File: config.mk
export PLATFORM = sky130hd
export DESIGN_NAME = ppv_regs
export DESIGN_NICKNAME = d
export VERILOG_FILES = /design/src/rtl/ppv_pkg.sv /design/src/rtl/ppv_regs.sv
export SDC_FILE = /design/constraint.sdc
export NUM_CORES = 1
export LEC_CHECK = 0
export CORE_AREA = 5 5 107 109
export CTS_CLUSTER_SIZE = 12
export DETAILED_ROUTE_END_ITERATION = 10
export DIE_AREA = 0 0 112 114
export DONT_BUFFER_PORTS = 1
export PLACE_DENSITY_LB_ADDON = 0.08
export REMOVE_ABC_BUFFERS = 1
export SYNTH_ARGS = -nofsm -noshare
export SYNTH_HDL_FRONTEND = slang
export SYNTH_SLANG_ARGS = --single-unit
File: constraint.sdc
create_clock -name clk -period 2.26 [get_ports clk]
set_input_delay 0.113 -clock clk [delete_from_list [all_inputs] [get_ports clk]]
set_output_delay 0.113 -clock clk [all_outputs]
set_load 0.005 [all_outputs]
File: src/rtl/ppv_pkg.sv
// Shared types, constants and a saturating helper function for the point projection block.
package ppv_pkg;

    localparam int FRAC_BITS = 16;
    localparam int NUM_W     = 32 + FRAC_BITS;        // |p| << FRAC_BITS
    localparam int DCNT_W    = $clog2(NUM_W);
    localparam int PSH_W     = 64 - FRAC_BITS;        // product after the shift
    localparam int ACC_W     = PSH_W + 2;             // three products plus a coefficient
    localparam int MAP_W     = 66;
    localparam int NDC_W     = 48;
    localparam int W_MIN     = ((1 << FRAC_BITS) + 5) / 10;
    localparam int FIFO_DEPTH = 4;
    localparam int FIFO_AW    = $clog2(FIFO_DEPTH);

    localparam logic OP_LOAD    = 1'b0;
    localparam logic OP_PROJECT = 1'b1;

    localparam logic [1:0] REG_LEFT   = 2'd0;
    localparam logic [1:0] REG_TOP    = 2'd1;
    localparam logic [1:0] REG_WIDTH  = 2'd2;
    localparam logic [1:0] REG_HEIGHT = 2'd3;

    typedef struct packed {
        logic        op;
        logic [3:0]  idx;
        logic [31:0] v0;
        logic [31:0] v1;
        logic [31:0] v2;
    } entry_t;

    typedef struct packed {
        logic [15:0] left;
        logic [15:0] top;
        logic [15:0] width;
        logic [15:0] height;
    } view_t;

    function automatic logic signed [31:0] sat32(input logic signed [MAP_W-1:0] v);
        logic signed [MAP_W-1:0] hi;
        logic signed [MAP_W-1:0] lo;
        hi = MAP_W'(32'sh7fffffff);
        lo = MAP_W'(-33'sh80000000);
        if (v > hi)
            return 32'sh7fffffff;
        else if (v < lo)
            return 32'sh80000000;
        return v[31:0];
    endfunction

endpackage

File: src/rtl/ppv_regs.sv
// APB viewport register file.
module ppv_regs (
    input  logic                clk,
    input  logic                rst_n,
    input  logic                psel,
    input  logic                penable,
    input  logic                pwrite,
    input  logic [3:0]          paddr,
    input  logic [31:0]         pwdata,
    output logic [31:0]         prdata,
    output logic                pready,
    output ppv_pkg::view_t      view
);

    ppv_pkg::view_t view_reg;
    logic           wr_en;

    assign pready = 1'b1;
    assign wr_en  = psel && penable && pwrite;
    assign view   = view_reg;

    always_ff @(posedge clk or negedge rst_n)
    begin
        if (!rst_n)
        begin
            view_reg <= '0;
        end
        else if (wr_en)
        begin
            unique case (paddr[3:2])
                ppv_pkg::REG_LEFT:   view_reg.left   <= pwdata[15:0];
                ppv_pkg::REG_TOP:    view_reg.top    <= pwdata[15:0];
                ppv_pkg::REG_WIDTH:  view_reg.width  <= pwdata[15:0];
                ppv_pkg::REG_HEIGHT: view_reg.height <= pwdata[15:0];
                default:             view_reg <= view_reg;
            endcase
        end
    end

    always_comb
    begin
        unique case (paddr[3:2])
            ppv_pkg::REG_LEFT:   prdata = {16'd0, view_reg.left};
            ppv_pkg::REG_TOP:    prdata = {16'd0, view_reg.top};
            ppv_pkg::REG_WIDTH:  prdata = {16'd0, view_reg.width};
            ppv_pkg::REG_HEIGHT: prdata = {16'd0, view_reg.height};
            default:             prdata = '0;
        endcase
    end

endmodule

==> out/results.txt <==
setup ws final -> 0.803 ns
GR Overflow Total -> 0
CP max-delay cell -> mux4_1
Async SR Flop Fraction -> 100%
CTS buffer count -> 9
final WL -> 7560 um
Max clock buf depth -> 2
DRC Markers -> 0
Lkg Pwr -> 1.50 nW
critical path endpoint category -> primary output
Hold Crit Class -> in -> reg
Die Y -> 114 um
CP startpoint kind -> register
hold path startpoint -> paddr[3]
clk_skew -> 0 ns
clk sink count -> 64
Power Density -> 903 mW/mm^2
port bufs -> 0
Iteration-0 DRC Markers -> 64
syn avg cell area -> 16.7 um^2
post-synthesis mux area share -> 37.8%
max FFs per register -> 64
reg-to-reg startpoint -> view[28]$_DFFE_PN0P_
final hold vios -> 0
Arr. time, crit path -> 1.34 ns
core area -> 0.0105 mm^2
largest net degree at the start of global routing -> 65
Seq/Total Area, Yosys -> 53.3%
die area -> 0.0128 mm^2
Reg clk slew, reported paths -> 0.08 ns
I/O pins -> 138
setup tns final -> 0 ns
Main synth FF type -> dfrtp_1
Resized cells post-CTS -> 0
GRT Overall Usage -> 12.4%
via/cell ratio -> 4.61
Worst Path Max Fanout -> 3
drt pass-1 iters -> 4
Buf/Inv on CP -> 0
Routed Antenna Nets -> 0
Finished Layout Cells -> 346
f_max -> 686 MHz
most frequent cells in the layout -> 64 x dfrtp_1, 54 x mux2_2, 17 x conb_1, 17 x dlygate4sd3_1, 11 x mux4_2
detailed-placement wirelength estimate -> 5170 um
Post-Synthesis Cell Area -> 0.00301 mm^2
WS Path Type -> reg -> out
# nets final -> 242
Yosys warnings -> 0
Initial Util -> 28.6%
commonest non-fill, non-tap cell in the layout -> dfrtp_1
initial antenna violation count -> 0
worst r2r dst -> view[28]$_DFFE_PN0P_
filler instances -> 1031
Post-synth EDFFs -> 0
clk root buf -> clkbuf_8
ant diodes -> 0
CP Cell Sequence -> mux4_1
xor-xnor portion of the synthesized cell area -> 0%
normalized max-slew margin -> 25.7%
Area Growth Syn to Fin -> 14.1%
Yosys cell types -> 18
placed insts -> 312
peak supply drop -> 0.259 mV
pre-CTS setup slack -> 0.497 ns
final setup fails -> 0
share of post-route cells with drive strength above 1 -> 48.1%
drt wl/cell -> 21.9 um
Worst EP required -> 2.15 ns
row count -> 38
Post-Synth Simple-Gate Area -> 1.33%
Period minus WS final -> 1.46 ns
unrepaired setup endpoints after global routing -> no
wire length of the first global-routing pass -> 11700 um
status -> finished clean
largest family of logic cells by synthesized area -> multiplexers
die width -> 112 um
R2R cell count -> 1
#FFs+latches synth -> 64
adder-cell share of the synthesized area -> 0%
Worst-Margin Slew -> 1.12 ns
WHS Endpoint -> view[61]$_DFFE_PN0P_
Final Cycle Share -> 64.5%
family with the most delay on the worst path -> multiplexers
Syn Inst Count -> 180
max-slew violations -> 0
hold path depth -> 2
post-synthesis compound-gate area fraction -> 0%
GPL Wtd Cong -> 0.655
number of global-route vias before repair -> 1884
flop-to-flop setup slack -> 1.44 ns
CTS tree -> done
CP max stage delay -> 0.59 ns
routed vias -> 1595
Max-cap violations -> 0
Worst-Skew Late Latency -> 0.33 ns
H-Tree Depth -> 3
## where the power goes
| group | switching (W) | internal (W) | total, W |
|---|---|---|---|
| Sequential | 0.000286 | 0.00141 | 0.00170 |
| Combinational | 0.000169 | 0.000361 | 0.000530 |
| Clock | 0.000472 | 0.000397 | 0.000869 |
| Total | 0.000927 | 0.00217 | 0.00310 |
## layer usage
layer / GRT usage (%) / routed length (um) / vias up
li1: - / - / 673
met1: 13.8 / 2720 / 838
met2: 20.5 / 3920 / 76
met3: 6.15 / 834 / 8
met4: 4.57 / 88 / 0
met5: 0 / 0 / -
## stage by stage
stage | hold slack [ns] | utilization (%) | instance area, um^2 | total power (W)
floorplan | -0.183 | - | 2850 | 0.00204
global placement | -0.181 | 29.1 | 3060 | 0.00218
detailed placement | -0.181 | 29.1 | 3060 | 0.00221
CTS | 0.0919 | 32.6 | 3430 | 0.00316
global route | 0.0866 | 32.6 | 3430 | 0.00329
finish | 0.104 | 32.6 | 3430 | 0.00310
## worst max path at each step
stage | endpoint | cells past startpoint | start
3_3_place_gp | view[33]$_DFFE_PN0P_ | 3 | psel
3_5_place_dp | view[34]$_DFFE_PN0P_ | 3 | psel
5_1_grt | prdata[12] | 1 | view[44]$_DFFE_PN0P_
6_report | prdata[13] | 1 | view[45]$_DFFE_PN0P_
4_1_cts | prdata[13] | 1 | view[45]$_DFFE_PN0P_
2_1_floorplan | view[48]$_DFFE_PN0P_ | 3 | pwrite
## cell usage after synthesis, types with 2 or more instances
cell	count	area (um^2)
dfrtp_1	64	1600
mux4_2	11	248
buf_4	19	143
buf_6	3	33.8
mux4_1	5	131
conb_1	2	7.51
mux2_2	54	608
mux2_4	10	150
buf_2	3	15.0
## area by class of cell
cell class,count,area (um^2),share of cell area (%)
inverter,1,3.75,0.109
sequential,64,1600,46.7
multi-input combinational,103,1250,36.4
timing repair buffer,22,228,6.64
clock buffer,9,124,3.61
tap,140,175,5.11
clock inverter,7,48.8,1.42
## cell families (layout without fill, tap and decap cells)
family	Yosys count	in the layout
other	2	17
flip-flops	64	64
multiplexers	80	80
AND/OR/NAND/NOR	6	6
buffers and inverters	28	39
## timing repair
action	CTS	global route
hold buffers	18	0
endpoints found under the hold margin	128	0
setup endpoints to repair	0	0
setup buffers	0	0
Power figures use the tool's default switching activity.
