[src/rtl/ppv_pkg.sv]
// Shared types, constants and a saturating helper function for the point projection block.
package ppv_pkg;

    localparam int FRAC_BITS = 16;
    localparam int NUM_W     = 32 + FRAC_BITS;        // |p| << FRAC_BITS
    localparam int DCNT_W    = $clog2(NUM_W);
    localparam int PSH_W     = 64 - FRAC_BITS;        // product after the shift
    localparam int ACC_W     = PSH_W + 2;             // three products plus a coefficient
    localparam int MAP_W     = 66;
    localparam int NDC_W     = 48;
    localparam int W_MIN     = ((1 << FRAC_BITS) + 5) / 10;
    localparam int FIFO_DEPTH = 4;
    localparam int FIFO_AW    = $clog2(FIFO_DEPTH);

    localparam logic OP_LOAD    = 1'b0;
    localparam logic OP_PROJECT = 1'b1;

    localparam logic [1:0] REG_LEFT   = 2'd0;
    localparam logic [1:0] REG_TOP    = 2'd1;
    localparam logic [1:0] REG_WIDTH  = 2'd2;
    localparam logic [1:0] REG_HEIGHT = 2'd3;

    typedef struct packed {
        logic        op;
        logic [3:0]  idx;
        logic [31:0] v0;
        logic [31:0] v1;
        logic [31:0] v2;
    } entry_t;

    typedef struct packed {
        logic [15:0] left;
        logic [15:0] top;
        logic [15:0] width;
        logic [15:0] height;
    } view_t;

    function automatic logic signed [31:0] sat32(input logic signed [MAP_W-1:0] v);
        logic signed [MAP_W-1:0] hi;
        logic signed [MAP_W-1:0] lo;
        hi = MAP_W'(32'sh7fffffff);
        lo = MAP_W'(-33'sh80000000);
        if (v > hi)
            return 32'sh7fffffff;
        else if (v < lo)
            return 32'sh80000000;
        return v[31:0];
    endfunction

endpackage

[src/rtl/ppv_fifo.sv]
// Short queue of entries between the front and back stages.
module ppv_fifo (
    input  logic              clk,
    input  logic              rst_n,
    input  logic              push,
    input  ppv_pkg::entry_t   push_entry,
    output logic              full,
    input  logic              pop,
    output logic              avail,
    output ppv_pkg::entry_t   head
);

    ppv_pkg::entry_t              mem_reg [ppv_pkg::FIFO_DEPTH];
    logic [ppv_pkg::FIFO_AW-1:0]  wptr_reg;
    logic [ppv_pkg::FIFO_AW-1:0]  rptr_reg;
    logic [ppv_pkg::FIFO_AW:0]    count_reg;
    logic                         do_push;
    logic                         do_pop;

    assign full    = (count_reg == (ppv_pkg::FIFO_AW+1)'(ppv_pkg::FIFO_DEPTH));
    assign avail   = (count_reg != '0);
    assign do_push = push && !full;
    assign do_pop  = pop && avail;
    assign head    = mem_reg[rptr_reg];

    always_ff @(posedge clk or negedge rst_n)
    begin
        if (!rst_n)
        begin
            wptr_reg  <= '0;
            rptr_reg  <= '0;
            count_reg <= '0;
        end
        else
        begin
            if (do_push)
                wptr_reg <= wptr_reg + 1'b1;
            if (do_pop)
                rptr_reg <= rptr_reg + 1'b1;
            if (do_push && !do_pop)
                count_reg <= count_reg + 1'b1;
            else if (do_pop && !do_push)
                count_reg <= count_reg - 1'b1;
        end
    end

    always_ff @(posedge clk)
    begin
        if (do_push)
            mem_reg[wptr_reg] <= push_entry;
    end

endmodule

[config.mk]
export PLATFORM = sky130hd
export DESIGN_NAME = ppv_fifo
export DESIGN_NICKNAME = d
export VERILOG_FILES = /design/src/rtl/ppv_pkg.sv /design/src/rtl/ppv_fifo.sv
export SDC_FILE = /design/constraint.sdc
export NUM_CORES = 1
export LEC_CHECK = 0
export BUFFER_PORTS_ARGS = -buffer_cell sky130_fd_sc_hd__buf_2
export CAP_MARGIN = 10
export CORE_MARGIN = 2
export CORE_UTILIZATION = 55
export CTS_BUF_LIST = sky130_fd_sc_hd__clkbuf_16
export CTS_CLUSTER_DIAMETER = 80
export CTS_CLUSTER_SIZE = 40
export DETAILED_ROUTE_END_ITERATION = 12
export PLACE_DENSITY = 0.77
export RECOVER_POWER = 25
export SLEW_MARGIN = 30
export SYNTH_ARGS = -nofsm -noshare
export SYNTH_HDL_FRONTEND = slang
export SYNTH_SLANG_ARGS = --single-unit
[constraint.sdc]
create_clock -name clk -period 5.1 [get_ports clk]
set_input_delay 1.02 -clock clk [delete_from_list [all_inputs] [get_ports clk]]
set_output_delay 1.02 -clock clk [all_outputs]
set_load 0.05 [all_outputs]
==> metrics.yaml <==
outcome:
  status: "complete, no violations"
critical_path:
  crit_path_start_kind: "flop"
  end_kind: "primary output"
  crit_fanout: 34
  arrival_ns: 2.79
  cp_cell_sequence: "buf_4 -> mux4_2 -> buf_2"
  cp.required_ns: 4.08
  max_stage_delay_ns: 0.89
  path_class: "flop to primary output"
  crit_family: "flip-flops"
  reg2reg_depth: 4
  rr_startpoint: "count_reg[2]"
  rr_endpoint: "mem_reg[0][72]"
  cp_num_cells: 3
  rrSetupSlack_ns: 2.43
  crit_buf_inv: 2
  slowest_stage: "dfrtp_4"
global_route:
  grt_max_degree: 66
  grt-ovfl-total: 0
  grt_pass1_wl_mm: 39.8
  grt.total_usage: 0.184
  grt_pass1_vias: 7001
  antenna_found_initial: 2
clocking:
  ctsResizeCount: 0
  post-cts-setup-buffer-count: 0
  cts_tree: "yes"
  cts-root-buf: "clkbuf_16"
  clk_pin_slew_ns: 0.13
  cts_sinks: 411
  cts_buffers: 15
  clock_path_buffers: 3
  holdBufCountCts: 0
  clock_latency_ns: 0.51
  htree_levels: 1
power_and_ir_drop:
  switchingPower_uw: 4410
  power_frac_seq: 0.438
  pwr_density_cell_mw_per_mm2: 642
  internal_power_uw: 6400
  swShare: 0.408
  clkPwrFrac: 0.142
  p_leak_uw: 0.00546
  ir_drop_mv: 0.486
  p_total_uw: 10800
  combPwrFrac: 0.420
floorplanning:
  die-area_sq_mm: 0.0287
  core_area_sq_mm: 0.0270
  num_rows: 60
  io-pin-count: 208
  fp.dieW_um: 169
  die_h_um: 169
  initial_core_util: 0.559
synth:
  synthTopCellsByArea: "edfxtp_1 81%, mux4_2 15%, dfrtp_1 1.2%, buf_12 0.93%, ha_1 0.42%"
  syn_area_sq_mm: 0.0151
  synth_seq_cells: 411
  syn_nets: 674
  ys_seq_area_frac: 0.817
  netlist_instances: 563
  syn_avg_cell_area_sq_um: 26.7
  synth_cell_types: 22
  yosysWarnings: 0
  yosysTopAreaCell: "edfxtp_1"
  yosysTopAreaCellShare: 0.806
detailed_routing:
  routed_wl_mm: 26.4
  ant_nets: 0
  drc: 0
  wl_per_cell_um: 23.6
  vias: 6543
  drt-pass1-iter-count: 6
  drt-vias-per-instance: 5.85
  drt_iter0_markers: 657
sta:
  period_minus_slack_ns: 3.81
  hold_slack_ns: 0.402
  relSlewSlack: 0.437
  setup_violations: 0
  timing.fmax_mhz: 262
  skew_ns: 0.0117
  finalHoldViolCount: 0
  tightest_slew_ns: 0.844
  tns_ns: 0
  drv_slew: 0
  timing.final.crit_share: 0.747
  grt_setup_unrepaired: "false"
place:
  port_buffers: 207
  gp_routability_congestion: 0.717
  dp_hpwl_mm: 16.1
flow_run:
  drv_cap: 0
layout:
  multi_input_area_sq_mm: 0.00250
  layout_commonest_cell: "edfxtp_1"
  area_growth_pct: 11.7
  fin_nets: 883
  diodes: 0
  largest_register_ffs: 404
  drive_above_1_share: 0.360
  seq_area_sq_mm: 0.0123
  fillCellCount: 1796
  final_cell_mix: "404 x edfxtp_1, 139 x buf_2, 101 x mux4_2"
hold_path:
  hp-class: "input port to asynchronous set/reset pin"
## cell type report
type                       count  area share
clock buffer                  15      0.0223
sequential                   411       0.732
tap                          341      0.0254
inverter                       3    0.000669
multi-input combinational    125       0.149
clock inverter                 8     0.00565
timing repair buffer         216      0.0654
## worst max-delay path by stage
| stage | startpoint | endpoint | slack [ns] |
|---|---|---|---|
| final | rptr_reg[0] | head[50] | 1.29 |
| after global placement | rptr_reg[0] | head[52] | 1.78 |
| after global routing | rptr_reg[0] | head[50] | 1.05 |
| after floorplan | push | mem_reg[0][0] | 0.99 |
| after detailed placement | rptr_reg[0] | head[50] | 1.77 |
| after CTS | rptr_reg[0] | head[50] | 1.19 |
## power groups by stage
stage / clock [uW] / sequential [uW] / combinational (uW)
floorplan: 0 / 4690 / 3800
global placement: 0 / 4840 / 4470
detailed placement: 0 / 4900 / 4520
CTS: 1580 / 4820 / 4530
global route: 1680 / 4800 / 4750
finish: 1530 / 4730 / 4540
## worst register-to-register path: stages, from the launching register on
cell,delay (ns)
dfrtp_1,0.42
nor3b_2,0.17
nor2b_1,0.50
and2_4,0.82
buf_12,0.38
## per-layer routing
layer  routed length [um]  up-vias  part of all wire  GRT usage
met1                10500     3499              0.40      0.247
met3                 1510       35             0.057     0.0373
li1                     -     2822                 -          -
met2                13900      183              0.53      0.317
met4                  440        4             0.017     0.0442
met5                   27        -            0.0010          0
## per-stage QoR
stage	std cells	worst slack, ns	area [sq um]	util
3_5_place_dp	1095	1.77	16400	0.609
6_report	1119	1.29	16800	0.624
5_1_grt	1119	1.05	16800	0.624
3_3_place_gp	1095	1.78	16400	0.609
2_1_floorplan	563	0.991	15100	-
4_1_cts	1118	1.19	16900	0.627
## cells in the mapped netlist
master	number
and2_1	4
buf_12	7
buf_2	10
buf_4	3
buf_6	1
buf_8	1
clkbuf_1	2
dfrtp_1	7
edfxtp_1	404
fa_1	1
ha_1	5
inv_1	3
mux2_2	2
mux4_2	101
nand2_1	1
nand3_1	1
nor2_1	1
nor2b_1	1
nor3b_2	1
or3_1	1
xnor2_1	4
xor2_1	2
## kinds of logic after synthesis
family        synth area share
mux                      0.153
fa+ha+maj              0.00548
simple gates           0.00415
xor+xnor               0.00349
buf+inv                 0.0171
flops                    0.817
Note: power is estimated with default switching activity, not from simulation.
