===== src/rtl/ppv_pkg.sv =====
// Shared types, constants and a saturating helper function for the point projection block.
package ppv_pkg;

    localparam int FRAC_BITS = 16;
    localparam int NUM_W     = 32 + FRAC_BITS;        // |p| << FRAC_BITS
    localparam int DCNT_W    = $clog2(NUM_W);
    localparam int PSH_W     = 64 - FRAC_BITS;        // product after the shift
    localparam int ACC_W     = PSH_W + 2;             // three products plus a coefficient
    localparam int MAP_W     = 66;
    localparam int NDC_W     = 48;
    localparam int W_MIN     = ((1 << FRAC_BITS) + 5) / 10;
    localparam int FIFO_DEPTH = 4;
    localparam int FIFO_AW    = $clog2(FIFO_DEPTH);

    localparam logic OP_LOAD    = 1'b0;
    localparam logic OP_PROJECT = 1'b1;

    localparam logic [1:0] REG_LEFT   = 2'd0;
    localparam logic [1:0] REG_TOP    = 2'd1;
    localparam logic [1:0] REG_WIDTH  = 2'd2;
    localparam logic [1:0] REG_HEIGHT = 2'd3;

    typedef struct packed {
        logic        op;
        logic [3:0]  idx;
        logic [31:0] v0;
        logic [31:0] v1;
        logic [31:0] v2;
    } entry_t;

    typedef struct packed {
        logic [15:0] left;
        logic [15:0] top;
        logic [15:0] width;
        logic [15:0] height;
    } view_t;

    function automatic logic signed [31:0] sat32(input logic signed [MAP_W-1:0] v);
        logic signed [MAP_W-1:0] hi;
        logic signed [MAP_W-1:0] lo;
        hi = MAP_W'(32'sh7fffffff);
        lo = MAP_W'(-33'sh80000000);
        if (v > hi)
            return 32'sh7fffffff;
        else if (v < lo)
            return 32'sh80000000;
        return v[31:0];
    endfunction

endpackage


===== src/rtl/ppv_if.sv =====
// Valid/ready channel interfaces for input items and results.
interface ppv_in_if;
    logic        valid;
    logic        ready;
    logic        opcode;
    logic [3:0]  coef_index;
    logic signed [31:0] coef_value;
    logic signed [31:0] world_x;
    logic signed [31:0] world_y;
    logic signed [31:0] world_z;

    modport source (output valid, opcode, coef_index, coef_value, world_x, world_y, world_z,
                    input ready);
    modport sink   (input valid, opcode, coef_index, coef_value, world_x, world_y, world_z,
                    output ready);
endinterface



===== src/rtl/ppv_front.sv =====
// Front stage: accepts input beats and packs them into queue entries by opcode.
module ppv_front (
    input  logic              clk,
    input  logic              rst_n,
    ppv_in_if.sink            in_ch,
    output logic              push,
    input  logic              full,
    output ppv_pkg::entry_t   entry
);

    logic            valid_reg;
    ppv_pkg::entry_t entry_reg;
    ppv_pkg::entry_t entry_next;

    assign in_ch.ready = !valid_reg || !full;
    assign push        = valid_reg;
    assign entry       = entry_reg;

    always_comb
    begin
        entry_next     = '0;
        entry_next.op  = in_ch.opcode;
        entry_next.idx = in_ch.coef_index;
        if (in_ch.opcode == ppv_pkg::OP_LOAD)
        begin
            entry_next.v0 = in_ch.coef_value;
        end
        else
        begin
            entry_next.v0 = in_ch.world_x;
            entry_next.v1 = in_ch.world_y;
            entry_next.v2 = in_ch.world_z;
        end
    end

    always_ff @(posedge clk or negedge rst_n)
    begin
        if (!rst_n)
            valid_reg <= 1'b0;
        else if (in_ch.valid && in_ch.ready)
            valid_reg <= 1'b1;
        else if (!full)
            valid_reg <= 1'b0;
    end

    always_ff @(posedge clk)
    begin
        if (in_ch.valid && in_ch.ready)
            entry_reg <= entry_next;
    end

endmodule


===== src/flat_wrapper.sv =====
// flat-port wrapper written by rule: the top's interface ports become plain ports
module ppv_front_flat 
  (clk, rst_n, push, full, entry, in_ch_valid, in_ch_opcode, in_ch_coef_index, in_ch_coef_value, in_ch_world_x, in_ch_world_y, in_ch_world_z, in_ch_ready);
  ppv_in_if in_ch_i ();
  input  logic clk;
  input  logic rst_n;
  output logic push;
  input  logic full;
  output ppv_pkg::entry_t entry;
  input wire logic [$bits(in_ch_i.valid)-1:0] in_ch_valid;
  input wire logic [$bits(in_ch_i.opcode)-1:0] in_ch_opcode;
  input wire logic [$bits(in_ch_i.coef_index)-1:0] in_ch_coef_index;
  input wire logic [$bits(in_ch_i.coef_value)-1:0] in_ch_coef_value;
  input wire logic [$bits(in_ch_i.world_x)-1:0] in_ch_world_x;
  input wire logic [$bits(in_ch_i.world_y)-1:0] in_ch_world_y;
  input wire logic [$bits(in_ch_i.world_z)-1:0] in_ch_world_z;
  output wire logic [$bits(in_ch_i.ready)-1:0] in_ch_ready;
  assign in_ch_i.valid = in_ch_valid;
  assign in_ch_i.opcode = in_ch_opcode;
  assign in_ch_i.coef_index = in_ch_coef_index;
  assign in_ch_i.coef_value = in_ch_coef_value;
  assign in_ch_i.world_x = in_ch_world_x;
  assign in_ch_i.world_y = in_ch_world_y;
  assign in_ch_i.world_z = in_ch_world_z;
  assign in_ch_ready = in_ch_i.ready;
  ppv_front u_core (.clk(clk), .rst_n(rst_n), .in_ch(in_ch_i), .push(push), .full(full), .entry(entry));
endmodule

===== config.mk =====
export PLATFORM = sky130hd
export DESIGN_NAME = ppv_front_flat
export DESIGN_NICKNAME = d
export VERILOG_FILES = /design/src/rtl/ppv_pkg.sv /design/src/rtl/ppv_if.sv /design/src/rtl/ppv_front.sv /design/src/flat_wrapper.sv
export SDC_FILE = /design/constraint.sdc
export NUM_CORES = 1
export LEC_CHECK = 0
export ABC_AREA = 1
export BUFFER_PORTS_ARGS = -buffer_cell sky130_fd_sc_hd__buf_2
export CAP_MARGIN = 25
export CORE_MARGIN = 1
export CORE_UTILIZATION = 46
export DETAILED_ROUTE_END_ITERATION = 6
export GPL_ROUTABILITY_DRIVEN = 0
export PLACE_DENSITY = 0.84
export SYNTH_ARGS = -nofsm -noshare
export SYNTH_HDL_FRONTEND = slang
export SYNTH_SLANG_ARGS = --single-unit

===== constraint.sdc =====
create_clock -name clk -period 11.41 [get_ports clk]
set_input_delay 0 -clock clk [delete_from_list [all_inputs] [get_ports clk]]
set_output_delay 0 -clock clk [all_outputs]
set_load 0.005 [all_outputs]

==> metrics.yaml <==
outcome: "completed"
synth-seq-area-share: 0.759
ioPinCount: 240
clock_latency_ps: 350
synth_nets: 482
die_y_um: 95.6
rsz0062_at_grt: "false"
totalWireLength_um: 13200
drc_errors: 0
start_util: 0.483
peakVddDrop_mv: 0.0800
dpl.cell_count: 678
pre_cts_ws_ps: 9570
wl_per_cell_um: 15.9
final_core_util: 0.825
min_path_type: "primary input to output pin"
die_x_um: 95.6
drv_cap: 0
syn_area_per_cell_um2: 11.7
hp-start: "full"
synth_top_flop_cell: "edfxtp_1"
fin_setup_tns_ps: 0
worstPathMaxFanout: 98
area_growth_pct: 70.7
fp.dieArea_um2: 9140
p_comb_frac: 0.160
maxSlewViolCount: 0
switching_share: 0.232
post-route-min-period_ps: 2250
seqPwrFrac: 0.537
fin_nets: 857
whs_endpoint: "in_ch_ready"
synth.distinct_cells: 9
h-tree-depth: 3
tritoncts: "done"
clockBufferDepth: 2
p_sw_mw: 0.192
synth_commonest_cells: "nand2_1, edfxtp_1, inv_1, buf_2, buf_6"
finalCritPeriodShare: 0.198
start_kind: "primary input"
reg2reg_slack_ps: 9640
finalWorstSetupSlack_ps: 9160
crit_arrival_ps: 2340
crit_required_ps: 11500
yosysMostFrequentCell: "nand2_1"
grt_overflow_total: 0
numCtsBuffers: 9
clk_pin_slew_ps: 90
yosys_warnings: 0
max_slew_margin: 0.323
final_area_um2: 6880
synth.top_cell.area_share: 0.753
async_reset_ff_frac: 0.00980
r2r-end: "u_core.entry[6]"
total_power_mw: 0.830
end_kind: "flop"
drt-vias-per-instance: 4.69
initialDrtViolationCount: 150
leakage_nw: 3.60
hold_depth: 3
r2r_cells: 3
hold_slack_ps: 350
core_um2: 8340
synthTopCellsByArea: "edfxtp_1, nand2_1, inv_1, buf_6, buf_4"
grt_max_degree: 99
power_per_cell_area_nw_per_um2: 121
port_buffers: 239
n_antenna_cell: 0
worst-slew-pin-transition_ps: 1020
drtAntennaViolNets: 0
layout-drive-gt1-share: 0.358
clkPwrFrac: 0.303
syn_inst: 345
r2r-start: "u_core.push"
cts.sinks: 102
synth_area_um2: 4030
post_cts_resized: 0
hpwlAfterDp_um: 6700
fmax_ghz: 0.444
synth_edf_count: 101
num_rows: 33
grt_pass1_wl_um: 19100
synth-seq-cells: 102
fin_worst_skew_ps: 14.3
dr.pass1.iters: 4
largest_reg_flops: 101
setup_viol: 0
critPathKind: "primary input to flop"
finalHoldViolations: 0
first_global_vias: 4012
internal_power_mw: 0.638
root_buffer: "clkbuf_8"
yosysTopAreaCell: "edfxtp_1"
antenna_found_initial: 0
gr-usage-all-layers: 0.291
vias: 3889
instances_no_fill: 829
dpl_cell_area_um2: 5300
## critical path, stage by stage
cell and delay, ps:
buf_2 80, buf_4 720, inv_2 530, nand2_1 200, nand2_1 110, dlygate4sd3_1 600
## what timing repair did
item	4_1_cts	5_1_grt
hold buffers	136	0
hold endpoints to repair	102	0
buffers inserted	0	0
## power by group through the flow
| stage | Combinational [mW] | Clock (mW) | Sequential, mW |
|---|---|---|---|
| after floorplan | 0.0304 | 0 | 0.461 |
| after detailed placement | 0.0861 | 0 | 0.454 |
| after global routing | 0.144 | 0.270 | 0.448 |
| final | 0.133 | 0.251 | 0.446 |
| after CTS | 0.126 | 0.255 | 0.445 |
| after global placement | 0.0808 | 0 | 0.453 |
## cell type report
class / count / area (um^2)
inverters: 66 / 248
well taps: 105 / 131
multi-input cells: 163 / 624
clock inverters: 6 / 93.8
fillers: 427 / 1460
flip-flops and latches: 102 / 3060
clock buffers: 9 / 124
repair buffers: 378 / 2600
## kinds of logic after synthesis
logic type | count (synthesis) | share of synthesized area
AO/OA/AOI/OAI | 1 | 0.00124
AND/OR/NAND/NOR | 162 | 0.151
flip-flops | 102 | 0.759
buffers and inverters | 80 | 0.0891
## layer usage
layer  routed length, um  track usage  vias up
li1                    -            -     1813
met1                4430        0.289     1812
met2                7250        0.546      224
met3                1000       0.0726       40
met4                 480        0.160        0
met5                   0            0        -
## cell usage in the layout (no fill, tap or decap)
cell type,n
clkbuf_8,9
inv_1,65
edfxtp_1,101
buf_16,1
clkinvlp_4,1
bufinv_16,2
dlygate4sd3_1,136
dfrtp_1,1
a21oi_4,1
inv_2,1
buf_2,239
inv_6,3
buf_4,2
nand2_1,162
## worst max-delay path by stage
stage                 start                to  slack, ps
2_1_floorplan   u_core.push   u_core.entry[0]       5540
3_3_place_gp    u_core.push  u_core.entry[20]       9560
3_5_place_dp   in_ch_opcode  u_core.entry[94]       9570
4_1_cts        in_ch_opcode  u_core.entry[94]       9420
5_1_grt        in_ch_opcode  u_core.entry[88]       9160
6_report       in_ch_opcode  u_core.entry[88]       9160
Note: power is estimated with default switching activity, not from simulation.
